**src/rtl/vdsu_pkg.sv**
```systemverilog
// Package for the vector distance / score unit.
// Types, constants and saturation helpers shared by all rtl/ files.
`default_nettype none
package vdsu_pkg;

  localparam int SUM_W   = 44;
  localparam int RES_W   = 32;
  localparam int SHR_W   = 85;
  localparam int DEN_W   = 64;
  localparam int STEP_W  = 7;

  localparam logic signed [SUM_W-1:0] SUM_MAX = {1'b0, {(SUM_W-1){1'b1}}};
  localparam logic signed [SUM_W-1:0] SUM_MIN = {1'b1, {(SUM_W-1){1'b0}}};
  localparam logic signed [RES_W-1:0] ONE_Q20 = 32'sd1048576;

  localparam logic [1:0] METRIC_EUCLID = 2'd0;
  localparam logic [1:0] METRIC_COSINE = 2'd1;
  localparam logic [1:0] METRIC_DOT    = 2'd2;

  localparam logic REG_METRIC = 1'b0;
  localparam logic REG_SCORE  = 1'b1;

  typedef enum logic [3:0] {
    S_IDLE, S_PICK, S_SQE, S_DIVE, S_SQ1, S_SQ2, S_MUL, S_CMP, S_DIVC, S_FIN
  } state_t;

  typedef enum logic {OP_SQRT, OP_DIV} iter_op_t;

  typedef struct packed {
    logic                     start;
    iter_op_t                 op;
    logic [SHR_W-1:0]         operand;
    logic [DEN_W-1:0]         divisor;
    logic [STEP_W-1:0]        steps;
  } iter_req_t;

  typedef struct packed {
    logic signed [SUM_W-1:0] dot;
    logic signed [SUM_W-1:0] norm_a;
    logic signed [SUM_W-1:0] norm_b;
    logic signed [SUM_W-1:0] diff;
  } sums_t;

  function automatic logic signed [SUM_W-1:0] sat_add(
    input logic signed [SUM_W-1:0] acc,
    input logic signed [33:0]      term
  );
    logic signed [SUM_W:0] s;
    s = {acc[SUM_W-1], acc} + (SUM_W+1)'(term);
    if (s > (SUM_W+1)'(SUM_MAX)) return SUM_MAX;
    else if (s < (SUM_W+1)'(SUM_MIN)) return SUM_MIN;
    else return s[SUM_W-1:0];
  endfunction

  function automatic logic signed [RES_W-1:0] sat_res(input logic signed [35:0] v);
    if (v > 36'sh07FFFFFFF) return 32'sh7FFFFFFF;
    else if (v < -36'sh080000000) return 32'sh80000000;
    else return v[RES_W-1:0];
  endfunction

endpackage
`default_nettype wire

```
**src/rtl/vdsu_accum.sv**
```systemverilog
// Running sums: dot product, both squared norms, squared difference.
// Uses vdsu_pkg; saturating 44-bit accumulators in units of 2^-30.
`default_nettype none
module vdsu_accum import vdsu_pkg::*; (
  input  wire               clk,
  input  wire               rst,
  input  wire               beat_en,
  input  wire               clear,
  input  wire signed [15:0] a_element,
  input  wire signed [15:0] b_element,
  output sums_t             sums
);

  logic signed [31:0] p_ab, p_aa, p_bb;
  logic signed [16:0] d;
  logic signed [33:0] p_dd;

  always_comb begin
    p_ab = a_element * b_element;
    p_aa = a_element * a_element;
    p_bb = b_element * b_element;
    d    = 17'(a_element) - 17'(b_element);
    p_dd = d * d;
  end

  always_ff @(posedge clk) begin
    if (rst || clear) begin
      sums <= '0;
    end else if (beat_en) begin
      sums.dot    <= sat_add(sums.dot, 34'(p_ab));
      sums.norm_a <= sat_add(sums.norm_a, 34'(p_aa));
      sums.norm_b <= sat_add(sums.norm_b, 34'(p_bb));
      sums.diff   <= sat_add(sums.diff, p_dd);
    end
  end

endmodule
`default_nettype wire

```
**config.mk**
```make
export PLATFORM = sky130hd
export DESIGN_NAME = vdsu_accum
export DESIGN_NICKNAME = d
export VERILOG_FILES = /design/src/rtl/vdsu_pkg.sv /design/src/rtl/vdsu_accum.sv
export SDC_FILE = /design/constraint.sdc
export NUM_CORES = 2
export LEC_CHECK = 0
export BUFFER_PORTS_ARGS = -buffer_cell sky130_fd_sc_hd__buf_2
export CORE_MARGIN = 3
export CORE_UTILIZATION = 67
export CTS_CLUSTER_SIZE = 12
export DETAILED_ROUTE_END_ITERATION = 12
export HOLD_SLACK_MARGIN = 0.05
export PLACE_DENSITY = 0.83
export SLEW_MARGIN = 20
export SYNTH_ARGS = -nofsm -noshare
export SYNTH_HDL_FRONTEND = slang
export SYNTH_SLANG_ARGS = --single-unit
```
**constraint.sdc**
```tcl
create_clock -name clk -period 35.8 [get_ports clk]
set_clock_uncertainty 0.05 [all_clocks]
set_input_delay 1.79 -clock clk [delete_from_list [all_inputs] [get_ports clk]]
set_output_delay 1.79 -clock clk [all_outputs]
set_load 0.01 [all_outputs]
```
==> flow_summary.toml <==
[finish]
largest_reg_flops = 176
top_regs = "sums: 176 flops"
top_register = "sums"
drive_gt1_share_pct = 6.17
nNetsFinal = 8382
syn2layout_area_growth_pct = 4.57
layout_common_cells = "inv_1 (1597), fa_1 (1373), ha_1 (563), nand2_1 (505), nor2_1 (353)"
final_common_cell = "inv_1"

[detailed_routing]
ant_nets = 0
wl_per_cell_um = 19.9
dr.pass1.iters = 7
wirelength_um = 151000
drt-initial-drc-count = 3452
dr_total_vias = 44000
post-route-drc-count = 0
avgViaCountPerCell = 5.81

[global_route]
grt_pass1_wl_um = 248000
grt_max_degree = 165
overflow = 0
grt_pass1_vias = 47700
antenna_found_initial = 15
use_met1_pct = 45.3
met2_usage_pct = 57.3
grt_busiest_layer = "met2"
gr-usage-met3_pct = 7.51
grtUsageTotal_pct = 34.8

[floorplanning]
initial_core_util_pct = 68.3
core_area_um2 = 85900
ios = 212
die_area_um2 = 91200
die_w_um = 302
placementRows = 107
fp.dieH_um = 302

[clock_tree]
numClockSinks = 176
cts_tree = "done"
htreeDepth = 4
post_cts_resized = 0
cts.hold.buffers_added = 0
clk_path_buf_depth = 2
cts_root_buf = "clkbuf_16"
clock_latency_ps = 550
clk_pin_slew_ps = 90
post-cts-setup-buffers = 0
numCtsBuffers = 17

[run]
maxCapViolCount = 0

[sta]
period_share_pct = 36.2
rsz0062_at_grt = "false"
hold_violations = 0
fin_ws_ps = 22840
fin_setup_tns_ps = 0
drv_slew = 0
max_freq_mhz = 77.2
setup_viol = 0
worst_pin_slew_ps = 1100
post-route-min-period_ps = 12960
slew_headroom_pct = 26.1

[critical_path]
cp_data_arrival_time_ps = 13300
cpMostUsedCell = "inv_1"
end_kind = "register"
crit_type = "in2reg"
max_stage_delay_ps = 910
cp.required_ps = 36140
cp_slowest_cell = "clkinv_1"
cp-start-kind = "primary input"
worstPathMaxFanout = 37

[placement]
dp_hpwl_um = 123000
place.gp.congestion = 0.955
post-place-ws_ps = 22530
portBuffers = 211

[synthesis]
yosys.area.top_type_share_pct = 46.8
ys_ff_latch = 176
synth_area_um2 = 58700
ys_types = 89
avgSynthCellArea_um2 = 9.23
synthCells = 6358
synth_top_cell_by_area = "fa_1"
yosys_warnings = 0
synthTopCellsByArea = "fa_1 (47%), ha_1 (12%), inv_1 (10%)"
synth_seq_area_share_pct = 6.00
synth_edf_count = 0
synthFlopType = "dfxtp_1"
synth_nets = 8330
async_flop_share_pct = 0

[status]
status = "finished clean"

[worst_hold_path]
holdCritPathClass = "reg2reg"
-- layout make-up --
cell class,instances,area (µm²)
inverters,1617,6070
well taps,1144,1430
multi-input cells,4335,48300
repair buffers,263,1480
clock buffers,17,425
flip-flops and latches,176,3520
fillers,6354,24600
diodes,9,22.5
clock inverters,15,159
-- stage by stage --
step	util [%]	instances	area [µm²]	hold WS, ps
CTS	71.4	7566	61300	422
global placement	70.7	7534	60800	402
floorplan	-	6358	58700	436
global route	71.4	7567	61400	462
detailed placement	70.7	7534	60800	410
finish	71.4	7576	61400	423
-- worst max-delay path: cells and delay by family --
family                     cells  cell delay (ps)
xor gates and xnor gates       1              210
and+or+nand+nor                9             1940
adders and majority gates      9             4110
AOI/OAI and AO/OA             10             1890
buffers and inverters         11             3250
-- routing by layer --
layer | part of all wire, % | vias to the layer above
met5 | 0.046 | -
met4 | 4.5 | 12
met3 | 9.7 | 406
met2 | 48 | 2001
met1 | 38 | 22100
li1 | - | 19400
-- logic make-up after synthesis --
kind of cell	Yosys count	share of synthesized area [%]
adders and majority gates	2055	60.9
muxes	12	0.211
DFF	176	6.00
xor gates and xnor gates	200	3.04
buffers and inverters	1847	11.9
and+or+nand+nor	1177	8.80
AOI/OAI and AO/OA	891	9.11
-- path summary, 6_finish.rpt --
check / startpoint / end / slack [ps] / cells after the start
max: b_element[3] / sums[5]$_SDFFE_PP0P_ / 22840 / 40
min: sums[47]$_SDFFE_PP0P_ / sums[47]$_SDFFE_PP0P_ / 420 / 2
max reg2reg: sums[103]$_SDFFE_PP0P_ / sums[126]$_SDFFE_PP0P_ / 28300 / 20
min reg2reg: sums[47]$_SDFFE_PP0P_ / sums[47]$_SDFFE_PP0P_ / 420 / 2
-- cell usage after synthesis, types with 11 or more instances --
| cell | count |
|---|---|
| a211oi_1 | 23 |
| a21o_1 | 93 |
| a21oi_1 | 327 |
| a31oi_1 | 29 |
| and2_1 | 94 |
| and3_1 | 22 |
| buf_2 | 27 |
| clkbuf_1 | 187 |
| dfxtp_1 | 176 |
| fa_1 | 1373 |
| ha_1 | 563 |
| inv_1 | 1599 |
| maj3_1 | 83 |
| maj3_2 | 36 |
| nand2_1 | 505 |
| nand2b_1 | 30 |
| nand3_1 | 47 |
| nand4_1 | 28 |
| nor2_1 | 357 |
| nor2b_1 | 20 |
| nor3_1 | 26 |
| o211ai_1 | 17 |
| o21a_1 | 16 |
| o21ai_0 | 252 |
| o21ai_1 | 13 |
| o21bai_1 | 23 |
| o31ai_1 | 13 |
| or2_2 | 15 |
| or3_1 | 11 |
| xnor2_1 | 108 |
| xor2_1 | 88 |
Power is not shown: default switching activity piles up to over one toggle a cycle in this logic, so the estimate is an artifact.
