--- src/rtl/vdsu_pkg.sv ---
// Package for the vector distance / score unit.
// Types, constants and saturation helpers shared by all rtl/ files.
`default_nettype none
package vdsu_pkg;

  localparam int SUM_W   = 44;
  localparam int RES_W   = 32;
  localparam int SHR_W   = 85;
  localparam int DEN_W   = 64;
  localparam int STEP_W  = 7;

  localparam logic signed [SUM_W-1:0] SUM_MAX = {1'b0, {(SUM_W-1){1'b1}}};
  localparam logic signed [SUM_W-1:0] SUM_MIN = {1'b1, {(SUM_W-1){1'b0}}};
  localparam logic signed [RES_W-1:0] ONE_Q20 = 32'sd1048576;

  localparam logic [1:0] METRIC_EUCLID = 2'd0;
  localparam logic [1:0] METRIC_COSINE = 2'd1;
  localparam logic [1:0] METRIC_DOT    = 2'd2;

  localparam logic REG_METRIC = 1'b0;
  localparam logic REG_SCORE  = 1'b1;

  typedef enum logic [3:0] {
    S_IDLE, S_PICK, S_SQE, S_DIVE, S_SQ1, S_SQ2, S_MUL, S_CMP, S_DIVC, S_FIN
  } state_t;

  typedef enum logic {OP_SQRT, OP_DIV} iter_op_t;

  typedef struct packed {
    logic                     start;
    iter_op_t                 op;
    logic [SHR_W-1:0]         operand;
    logic [DEN_W-1:0]         divisor;
    logic [STEP_W-1:0]        steps;
  } iter_req_t;

  typedef struct packed {
    logic signed [SUM_W-1:0] dot;
    logic signed [SUM_W-1:0] norm_a;
    logic signed [SUM_W-1:0] norm_b;
    logic signed [SUM_W-1:0] diff;
  } sums_t;

  function automatic logic signed [SUM_W-1:0] sat_add(
    input logic signed [SUM_W-1:0] acc,
    input logic signed [33:0]      term
  );
    logic signed [SUM_W:0] s;
    s = {acc[SUM_W-1], acc} + (SUM_W+1)'(term);
    if (s > (SUM_W+1)'(SUM_MAX)) return SUM_MAX;
    else if (s < (SUM_W+1)'(SUM_MIN)) return SUM_MIN;
    else return s[SUM_W-1:0];
  endfunction

  function automatic logic signed [RES_W-1:0] sat_res(input logic signed [35:0] v);
    if (v > 36'sh07FFFFFFF) return 32'sh7FFFFFFF;
    else if (v < -36'sh080000000) return 32'sh80000000;
    else return v[RES_W-1:0];
  endfunction

endpackage
`default_nettype wire

--- src/rtl/vdsu_iter.sv ---
// Shared digit-serial unit: integer square root (2 radicand bits per cycle) or
// restoring division (1 bit per cycle) on one subtract/compare. Uses vdsu_pkg.
`default_nettype none
module vdsu_iter import vdsu_pkg::*; (
  input  wire         clk,
  input  wire         rst,
  input  iter_req_t   req,
  output logic        busy,
  output logic        done,
  output logic [31:0] quot
);

  iter_op_t            op;
  logic [SHR_W-1:0]    shreg;
  logic [64:0]         rem;
  logic [DEN_W-1:0]    den;
  logic [STEP_W-1:0]   cnt;
  logic [65:0]         opa, opb, dif;
  logic                ge;

  always_comb begin
    if (op == OP_SQRT) begin
      opa = {rem[63:0], shreg[SHR_W-1 -: 2]};
      opb = {32'd0, quot, 2'b01};
    end else begin
      opa = {rem, shreg[SHR_W-1]};
      opb = {2'b00, den};
    end
    ge  = (opa >= opb);
    dif = opa - opb;
  end

  always_ff @(posedge clk) begin
    if (rst) begin
      busy <= 1'b0;
      done <= 1'b0;
      cnt  <= '0;
    end else begin
      done <= 1'b0;
      if (req.start) begin
        busy <= 1'b1;
        cnt  <= req.steps;
      end else if (busy) begin
        cnt <= cnt - 1'b1;
        if (cnt == 7'd1) begin
          busy <= 1'b0;
          done <= 1'b1;
        end
      end
    end
  end

  always_ff @(posedge clk) begin
    if (req.start) begin
      op    <= req.op;
      shreg <= req.operand;
      den   <= req.divisor;
      rem   <= '0;
      quot  <= '0;
    end else if (busy) begin
      rem   <= ge ? dif[64:0] : opa[64:0];
      quot  <= {quot[30:0], ge};
      shreg <= (op == OP_SQRT) ? {shreg[SHR_W-3:0], 2'b00} : {shreg[SHR_W-2:0], 1'b0};
    end
  end

endmodule
`default_nettype wire
--- config.mk ---
export PLATFORM = sky130hd
export DESIGN_NAME = vdsu_iter
export DESIGN_NICKNAME = d
export VERILOG_FILES = /design/src/rtl/vdsu_pkg.sv /design/src/rtl/vdsu_iter.sv
export SDC_FILE = /design/constraint.sdc
export NUM_CORES = 1
export LEC_CHECK = 0
export BUFFER_PORTS_ARGS = -buffer_cell sky130_fd_sc_hd__buf_4
export CELL_PAD_IN_SITES_DETAIL_PLACEMENT = 0
export CELL_PAD_IN_SITES_GLOBAL_PLACEMENT = 1
export CORE_ASPECT_RATIO = 0.6
export CORE_MARGIN = 2
export CORE_UTILIZATION = 49
export DETAILED_ROUTE_END_ITERATION = 10
export PLACE_DENSITY_LB_ADDON = 0.1
export SYNTH_ARGS = -nofsm -noshare
export SYNTH_HDL_FRONTEND = slang
export SYNTH_SLANG_ARGS = --single-unit
--- constraint.sdc ---
create_clock -name clk -period 12.5 [get_ports clk]
set_input_delay 1.875 -clock clk [delete_from_list [all_inputs] [get_ports clk]]
set_output_delay 1.875 -clock clk [all_outputs]
set_load 0.05 [all_outputs]
==> results_dict.tcl, run 1 <==
set metrics [dict create \
    outcome "completed" \
    synthTopCellsByCount "213 x nand2_1, 163 x mux2i_1, 150 x edfxtp_1" \
    cts.sinks 256 \
    drive_above_1_share_pct 18.4 \
    final_cell_area_um2 18500 \
    fp.dieW_um 237 \
    synth_most_common_cell "nand2_1" \
    synth.distinct_cells 85 \
    core_um2 32200 \
    path_max_fanout 155 \
    hp-class "reg -> reg" \
    async_reset_ff_share_pct 0 \
    io_pins 194 \
    start_kind "flop" \
    slew_violations 0 \
    rsz0062_at_grt "false" \
    start_util_pct 49.4 \
    grt_pass1_vias 12000 \
    routed_wl_mm 42.5 \
    clk_pin_slew_ns 0.07 \
    cts_setup_buffers 0 \
    slew_headroom_pct 23.1 \
    regArea_um2 6630 \
    criticalPathCategory "reg -> reg" \
    synthTopCellsByArea "edfxtp_1 28%, dfxtp_1 13%, mux2i_1 10%" \
    end_kind "flop" \
    syn_area_um2 15900 \
    clk_latency_ns 0.55 \
    cts_hold_repair.buffers 0 \
    dpl.hpwl_mm 30.4 \
    tightest_slew_ns 1.15 \
    antenna_found_initial 0 \
    leakagePower_uw 0.00776 \
    tritoncts "done" \
    syn_inst 1679 \
    root_buffer "clkbuf_16" \
    cts_buffers 26 \
    ant_nets 0 \
    cp.required_ns 12.96 \
    placed_cell_area_um2 17500 \
    wl_per_cell_um 19.0 \
    ys_seq_elements 256 \
    die_area_um2 34000 \
    syn_nets 1906 \
    gp_congestion 0.939 \
    period_minus_slack_ns 5.61 \
    clockBufferDepth 3 \
    ys.flop_type "edfxtp_1" \
    final_nets 2025 \
    fillCellCount 2836 \
    ys.warnings.count 0 \
    route.vias.total 13200 \
    ctsResizeCount 0 \
    grt_use_total_pct 24.3 \
    first_pass_iters 6 \
    first_iter_violations 1350 \
    antenna_cells 0 \
    vias_per_cell 5.88 \
    finClkSkew_ns 0.0153 \
    peakVddDrop_mv 0.166 \
    grt_max_degree 156 \
    multiInputGateArea_um2 8690 \
    avgSynthCellArea_um2 9.48 \
    worstPathArrival_ns 6.07 \
    period_share_pct 44.9 \
    setup_viol 0 \
    syn2layout_area_growth_pct 16.0 \
    h-tree-depth 1 \
    hold_viol 0 \
    rows 51 \
    grt_overflow_total 0 \
    grt_first_pass_wirelength_mm 66.7 \
    synth_edf_count 150 \
    portBuffers 193 \
    yosysTopAreaCell "edfxtp_1" \
    cap_viol_max_count 0 \
    fmax_ghz 0.178 \
    yosysTopAreaCellShare_pct 28.3 \
    route.detailed.drc 0 \
    ys_seq_area_share_pct 41.6 \
    fin_setup_tns_ns 0 \
    p_per_area_nw_per_um2 207 \
    die_y_um 144 \
]
## cell families after synthesis
logic type	count (synthesis)	share of synthesized area [%]
XOR/XNOR	49	2.70
AND/OR/NAND/NOR	495	14.0
adder cells (fa/ha/maj)	67	5.31
buffers and inverters	143	3.78
flip-flops	256	41.6
multiplexers	226	14.7
AO/OA/AOI/OAI	443	17.9
## stage by stage
| step | hold slack (ns) | worst slack [ns] | utilization [%] | instances | total power (uW) |
|---|---|---|---|---|---|
| 2_1_floorplan | 0.448 | 7.96 | - | 1679 | 2480 |
| 3_3_place_gp | 0.482 | 7.05 | 54.4 | 2194 | 2920 |
| 3_5_place_dp | 0.487 | 6.92 | 54.4 | 2194 | 2920 |
| 4_1_cts | 0.500 | 6.92 | 57.3 | 2242 | 3790 |
| 5_1_grt | 0.519 | 6.47 | 57.3 | 2242 | 4050 |
| 6_report | 0.500 | 6.89 | 57.3 | 2242 | 3830 |
## placed cells by master (no fill, tap or decap), drive strengths merged, types with 8 or more instances in the layout
| master | n |
|---|---|
| a211oi | 36 |
| a21o | 31 |
| a21oi | 103 |
| a22oi | 12 |
| a311oi | 21 |
| a31oi | 9 |
| and2 | 12 |
| and3 | 13 |
| buf | 203 |
| clkbuf | 37 |
| clkinv | 8 |
| dfxtp | 106 |
| edfxtp | 150 |
| ha | 66 |
| inv | 32 |
| mux2 | 63 |
| mux2i | 163 |
| nand2 | 214 |
| nand3 | 30 |
| nand4 | 26 |
| nor2 | 132 |
| nor3 | 23 |
| o21a | 20 |
| o21ai | 143 |
| o21bai | 12 |
| or3 | 10 |
| xnor2 | 30 |
| xor2 | 19 |
## report_power, final
group	leakage, uW	internal, uW	switching (uW)	total, uW
Sequential	0.00238	1020	79.2	1090
Combinational	0.00491	692	1190	1880
Clock	0.000472	504	347	851
## critical path: stages (launching register included)
cell	delay, ns
edfxtp_1	0.38
buf_12	0.64
buf_4	0.81
mux2_2	0.43
ha_1	0.46
nand4_1	0.26
nor4_2	0.43
and4_1	0.27
nand3_1	0.08
o21a_1	0.24
nand2_1	0.19
buf_4	0.58
o2111ai_1	0.33
a41oi_1	0.32
## flip-flops by register name, indices dropped and copies added (netlist names)
name / cells
done: 1
busy: 1
cnt: 7
quot: 32
shreg: 85
den: 64
op: 1
rem: 65
## metal layers
metal  global-route usage [%]  share of wire [%]
met1                     41.4                 53
met2                     31.2                 38
met3                     3.73                7.7
met4                     4.03                1.2
met5                        0                  0
## path summary, 6_finish.rpt
| check | start | to | slack, ns | cells after the start |
|---|---|---|---|---|
| max | op | rem[40] | 6.89 | 13 |
| min | rem[4] | rem[4] | 0.50 | 2 |
| max reg2reg | op | rem[40] | 6.89 | 13 |
| min reg2reg | rem[4] | rem[4] | 0.50 | 2 |
## area by class of cell
| type | instances | area share [%] |
|---|---|---|
| clock inverters | 11 | 0.671 |
| flip-flops and latches | 256 | 35.9 |
| clock buffers | 37 | 4.47 |
| well taps | 424 | 2.87 |
| inverters | 31 | 0.637 |
| repair buffers | 203 | 8.36 |
| multi-input cells | 1280 | 47.1 |
No activity file was read; power rests on OpenSTA's default activity.
==> run 2, diff against run 1 <==
--- a/config.mk
+++ b/config.mk
@@ -5,12 +5,13 @@
 export SDC_FILE = /design/constraint.sdc
 export NUM_CORES = 1
 export LEC_CHECK = 0
+export ABC_AREA = 1
 export BUFFER_PORTS_ARGS = -buffer_cell sky130_fd_sc_hd__buf_4
 export CELL_PAD_IN_SITES_DETAIL_PLACEMENT = 0
 export CELL_PAD_IN_SITES_GLOBAL_PLACEMENT = 1
 export CORE_ASPECT_RATIO = 0.6
 export CORE_MARGIN = 2
-export CORE_UTILIZATION = 49
+export CORE_UTILIZATION = 42
 export DETAILED_ROUTE_END_ITERATION = 10
 export PLACE_DENSITY_LB_ADDON = 0.1
 export SYNTH_ARGS = -nofsm -noshare
==> constraint.sdc (replaced) <==
create_clock -name clk -period 5.2 [get_ports clk]
set_input_delay 0.78 -clock clk [delete_from_list [all_inputs] [get_ports clk]]
set_output_delay 0.78 -clock clk [all_outputs]
set_load 0.05 [all_outputs]
==> run 2 against run 1 <==
  * Sequential power is 150% higher
  * Worst hold slack got worse by 0.12 ns
  * Synthesized area up 12%
  * Sequential cell count unchanged
  * Fmax rose by 35%
  * Synthesized cell count up 65%
  * Utilization down 8.1 points
  * Clock-buffer cell count up 1
  * Final cell count grew 56%
  * Combinational power grew to 3.2 times the previous value
  * Critical path type unchanged
==> results_dict.tcl, run 2 <==
set metrics [dict create \
    cp_top_family "simple AND/OR/NAND/NOR gates" \
    path_max_fanout 49 \
    use_met1_pct 43.5 \
    portBuffers 193 \
    grt_max_degree 205 \
    gp_congestion 0.951 \
    async_reset_ff_share_pct 0 \
    cts.sinks 256 \
    critPathSlowestCell "ha_1" \
    final_cell_area_um2 20600 \
    yosysTopAreaCellShare_pct 25.2 \
    drive_above_1_share_pct 10.2 \
    cts_buffers 26 \
    dpl.hpwl_mm 44.4 \
    final_common_cell "nand2_1" \
    antenna_cells 0 \
    slew_violations 0 \
    route.vias.total 17500 \
    fin_cells 3498 \
    grt_first_pass_wirelength_mm 91.2 \
    start_kind "flop" \
    end_kind "flop" \
    avgSynthCellArea_um2 6.43 \
    ys_seq_area_share_pct 37.1 \
    cts_setup_buffers 0 \
    h-tree-depth 1 \
    period_minus_slack_ns 4.17 \
    vias_per_cell 5.01 \
    cp_common_cell "nand2_1" \
    route.detailed.drc 0 \
    criticalPathCategory "reg -> reg" \
    ys.warnings.count 0 \
    synth_edf_count 150 \
    top_regs "shreg x85, rem x65, den x64" \
    finClkSkew_ns 0.0207 \
    rsz0062_at_grt "false" \
    synthTopCellsByCount "1122 x nand2_1, 405 x inv_1, 222 x a21oi_1" \
    ys_seq_elements 256 \
    leakagePower_uw 0.0106 \
    ys.flop_type "edfxtp_1" \
    cp.required_ns 5.66 \
    regArea_um2 6630 \
    grt_pass1_vias 16100 \
    busiest_layer "met1" \
    fillCellCount 4377 \
    slew_headroom_pct 40.1 \
    worstPathArrival_ns 4.63 \
    fp.dieW_um 270 \
    first_pass_iters 5 \
    cts_hold_repair.buffers 0 \
    multiInputGateArea_um2 9210 \
    fmax_ghz 0.240 \
    grt_use_total_pct 26.3 \
    tightest_slew_ns 0.899 \
    cap_viol_max_count 0 \
    hold_viol 0 \
    clk_latency_ns 0.58 \
    dpl.cell_count 3450 \
    regMostFlops "shreg" \
    clk_pin_slew_ns 0.07 \
    peakVddDrop_mv 0.391 \
    path_cells "inv_4 -> buf_12 -> o21ai_0 -> ha_1 -> nand2_1 -> nor2_1 -> nand2_1 -> nor2_1 -> nand2_1 -> nor2_1 -> nor2_1 -> nand2_2 -> inv_4 -> nand2_4 -> buf_4 -> nand3_1 -> nand2_1 -> nand2_1" \
    io_pins 194 \
    largest_register_ffs 85 \
    setup_viol 0 \
    path_buf_inv 4 \
    die_area_um2 44200 \
    start_util_pct 42.6 \
    syn2layout_area_growth_pct 15.5 \
    syn_nets 3000 \
    clockBufferDepth 3 \
    period_share_pct 80.2 \
    synth_most_common_cell "nand2_1" \
    use_met2_pct 35.2 \
    placed_cell_area_um2 19700 \
    die_y_um 164 \
    core_um2 41900 \
    total_power_uw 10600 \
    layout_common_cells "1122 x nand2_1, 405 x inv_1, 222 x a21oi_1" \
    final_util_pct 49.2 \
    routed_wl_mm 58.8 \
    syn_inst 2773 \
    grt_overflow_total 0 \
    syn_area_um2 17800 \
    max_stage_delay_ns 0.49 \
    synth.distinct_cells 42 \
    final_nets 3135 \
    fin_setup_tns_ns 0 \
    yosysTopAreaCell "edfxtp_1" \
    tritoncts "done" \
    wl_per_cell_um 16.8 \
    first_iter_violations 1492 \
    synthTopCellsByArea "edfxtp_1 25%, nand2_1 24%, dfxtp_1 12%" \
    ant_nets 0 \
    antenna_found_initial 0 \
    ctsResizeCount 0 \
    root_buffer "clkbuf_16" \
    p_per_area_nw_per_um2 516 \
    use_met3_pct 4.18 \
    outcome "completed" \
    hp-class "in -> reg" \
    rows 58 \
]
## run 2: cell count changes after synthesis, sizes merged, moves of 30 or more
| cell | delta |
|---|---|
| nand3 | +112 |
| a21o | -31 |
| o22ai | +30 |
| o21ai | -46 |
| mux2i | -162 |
| mux2 | -63 |
| a21oi | +119 |
| nand2 | +916 |
| a211oi | -36 |
| nor2 | +74 |
| inv | +384 |
## run 2: kinds of logic after synthesis
| group | after synthesis | synth area share, % |
|---|---|---|
| XOR/XNOR | 34 | 1.67 |
| AND/OR/NAND/NOR | 1532 | 34.4 |
| flip-flops | 256 | 37.1 |
| AO/OA/AOI/OAI | 366 | 10.7 |
| multiplexers | 1 | 0.0561 |
| buffers and inverters | 517 | 11.3 |
| adder cells (fa/ha/maj) | 67 | 4.74 |
## run 2: worst register-to-register path, delay by kind of cell, from the launching register on
| family | cells | cell delay [ns] |
|---|---|---|
| AND/OR/NAND/NOR | 12 | 1.65 |
| buffers and inverters | 4 | 1.07 |
| adder cells (fa/ha/maj) | 1 | 0.50 |
| flip-flops | 1 | 0.47 |
| AO/OA/AOI/OAI | 1 | 0.37 |
## run 2: area by class of cell
type                            instances  share of cell area (%)
Clock buffer                           38                    3.77
Clock inverter                         10                   0.583
Inverter                              416                    7.61
Multi-Input combinational cell       2000                    44.7
Sequential cell                       256                    32.2
Tap cell                              570                    3.46
Timing Repair Buffer                  208                    7.72
## run 2: path summary, 6_finish.rpt
kind / startpoint / cells past startpoint / slack (ns) / end
max: op / 18 / 1.03 / rem[51]
min: req[7] / 1 / 0.38 / den[0]
max reg2reg: op / 18 / 1.03 / rem[51]
min reg2reg: rem[11] / 2 / 0.45 / rem[11]
## run 2: report_power, final
| part | internal [uW] | total, uW | switching, uW |
|---|---|---|---|
| Clock | 1140 | 1990 | 854 |
| Sequential | 2500 | 2700 | 197 |
| Combinational | 1790 | 5940 | 4150 |
## run 2: per-layer routing
layer  vias to the layer above  wire length, um
li1                       8964                -
met1                      8020            31800
met2                       516            22100
met3                        38             4170
met4                         0              748
met5                         -                0
## run 2: per-stage QoR
step	worst slack, ns	hold WS (ns)
after floorplan	1.16	0.426
after global placement	1.12	0.439
after detailed placement	1.04	0.439
after CTS	1.01	0.353
after global routing	0.678	0.356
final	1.03	0.384
==> run 3, diff against run 2 <==
--- a/config.mk
+++ b/config.mk
@@ -11,7 +11,7 @@
 export CELL_PAD_IN_SITES_GLOBAL_PLACEMENT = 1
 export CORE_ASPECT_RATIO = 0.6
 export CORE_MARGIN = 2
-export CORE_UTILIZATION = 42
+export CORE_UTILIZATION = 38
 export DETAILED_ROUTE_END_ITERATION = 10
 export PLACE_DENSITY_LB_ADDON = 0.1
 export SYNTH_ARGS = -nofsm -noshare
==> constraint.sdc (replaced) <==
create_clock -name clk -period 3.45 [get_ports clk]
set_input_delay 0.5175 -clock clk [delete_from_list [all_inputs] [get_ports clk]]
set_output_delay 0.5175 -clock clk [all_outputs]
set_load 0.05 [all_outputs]
==> run 3 against run 2 <==
  * Non-clock buffer count is 97 higher
  * Power is 64% higher
  * Critical endpoint is now quot[0]
  * Clock skew is 0.0062 ns lower
  * Sequential cell count stayed put
  * Global-route usage is 1.5 points lower
==> results_dict.tcl, run 3 (synthesis gave the netlist of run 2 again) <==
set metrics [dict create \
    tightest_slew_ns 0.932 \
    final_nets 3233 \
    route.vias.total 18000 \
    final_common_cell "nand2_1" \
    hold_viol 0 \
    intPower_uw 9100 \
    crit_path_start "op" \
    period_minus_slack_ns 3.25 \
    worstPathArrival_ns 3.72 \
    syn2layout_area_growth_pct 21.8 \
    cts_buffers 27 \
    largest_register_ffs 85 \
    fin_cells 3657 \
    hp-class "in -> reg" \
    start_kind "flop" \
    start_util_pct 38.5 \
    pwr-share-clk_pct 17.4 \
    clk_pin_slew_ns 0.07 \
    cts_hold_repair.buffers 0 \
    cap_viol_max_count 0 \
    grt_max_degree 87 \
    finClkSkew_ns 0.0145 \
    outcome "completed" \
    p_sw_share_pct 47.7 \
    peakVddDrop_mv 0.865 \
    final_cell_area_um2 21700 \
    end_kind "flop" \
    dpl.hpwl_mm 47.6 \
    placed_cell_area_um2 20700 \
    dp_slack_ns -0.0936 \
    setup_viol 0 \
    portBuffers 193 \
    layout_common_cells "1112 x nand2_1, 405 x inv_1, 288 x buf_4" \
    slew_headroom_pct 37.9 \
    grt_use_total_pct 24.8 \
    p_sw_uw 8290 \
    grt_first_pass_wirelength_mm 94.9 \
    first_pass_iters 5 \
    grt_pass1_vias 16500 \
    antenna_found_initial 1 \
    core_um2 46300 \
    route.detailed.drc 0 \
    h-tree-depth 1 \
    comb_power_share_pct 59.1 \
    rows 61 \
    hold_start "req[17]" \
    p_per_area_nw_per_um2 801 \
    worst_r2r_startpoint "op" \
    cp.required_ns 3.91 \
    die_area_um2 48800 \
    fin_ws_ns 0.198 \
    top_regs "shreg x85, rem x65, den x64" \
    root_buffer "clkbuf_16" \
    grt_overflow_total 0 \
    antenna_cells 0 \
    clk_latency_ns 0.58 \
    wl_per_cell_um 17.0 \
    fp.dieW_um 284 \
    vias_per_cell 4.92 \
    dpl.cell_count 3604 \
    slew_violations 0 \
    power_frac_seq_pct 23.5 \
    gp_congestion 0.993 \
    leakagePower_uw 0.0112 \
    fmax_ghz 0.308 \
    rsz0062_at_grt "false" \
    io_pins 194 \
    ant_nets 0 \
    path_max_fanout 34 \
    clockBufferDepth 3 \
    routed_wl_mm 62.0 \
    criticalPathCategory "reg -> reg" \
    drive_above_1_share_pct 14.1 \
    regMostFlops "shreg" \
    first_iter_violations 1630 \
    final_util_pct 46.9 \
    period_share_pct 94.3 \
    cts.sinks 256 \
    die_y_um 172 \
    tritoncts "done" \
]
run 3: final timing paths:
| kind | slack [ns] | cells past startpoint | endpoint |
|---|---|---|---|
| setup / recovery | 0.20 | 18 | quot[0] |
| hold / removal | 0.12 | 1 | den[10] |
| setup reg to reg | 0.20 | 18 | quot[0] |
| hold reg to reg | 0.46 | 2 | rem[14] |
run 3: power groups by stage:
| stage | combinational (uW) | clock (uW) | sequential (uW) |
|---|---|---|---|
| finish | 10300 | 3030 | 4080 |
| global placement | 9820 | 0 | 4120 |
| floorplan | 6480 | 0 | 4050 |
| global route | 11500 | 3220 | 4140 |
| CTS | 9860 | 3100 | 4070 |
| detailed placement | 9800 | 0 | 4120 |
run 3: cell type report:
class	count	area [um^2]
clock buffers	36	729
multi-input cells	2000	9340
clock inverters	14	153
fillers	4894	24600
inverters	416	1580
repair buffers	305	2510
well taps	630	788
flip-flops and latches	256	6630
run 3: timing repair:
action	in CTS	in global routing
cloned	0	1
pin swaps	0	4
setup endpoints to repair	27	66
resized for setup	1	55
setup buffers	0	2
run 3: metrics by stage:
step                      hold WS (ns)  TNS [ns]  power, uW
after floorplan                  0.426         0      10500
final                            0.116         0      17400
after CTS                       0.0846         0      17000
after global routing            0.0893         0      18800
after detailed placement         0.442    -0.191      13900
after global placement           0.440    -0.245      13900
run 3: per-layer routing:
layer	routed length, um	GRT usage (%)
met1	33300	40.7
met2	23400	33.5
met4	739	3.36
met3	4580	3.82
met5	0	0
run 3: worst max-delay path: stages, from the launching register on:
cell,delay (ns)
edfxtp_1,0.39
buf_4,0.19
buf_12,0.16
nand2_1,0.09
o21ai_0,0.15
ha_2,0.43
nand2_1,0.15
nor2_1,0.21
nand2_1,0.16
nor2_1,0.17
nand2_1,0.11
nor2_1,0.10
nor2_1,0.06
nand2_2,0.07
inv_4,0.06
nand2_4,0.11
nand2_1,0.10
buf_12,0.20
o21ai_1,0.17
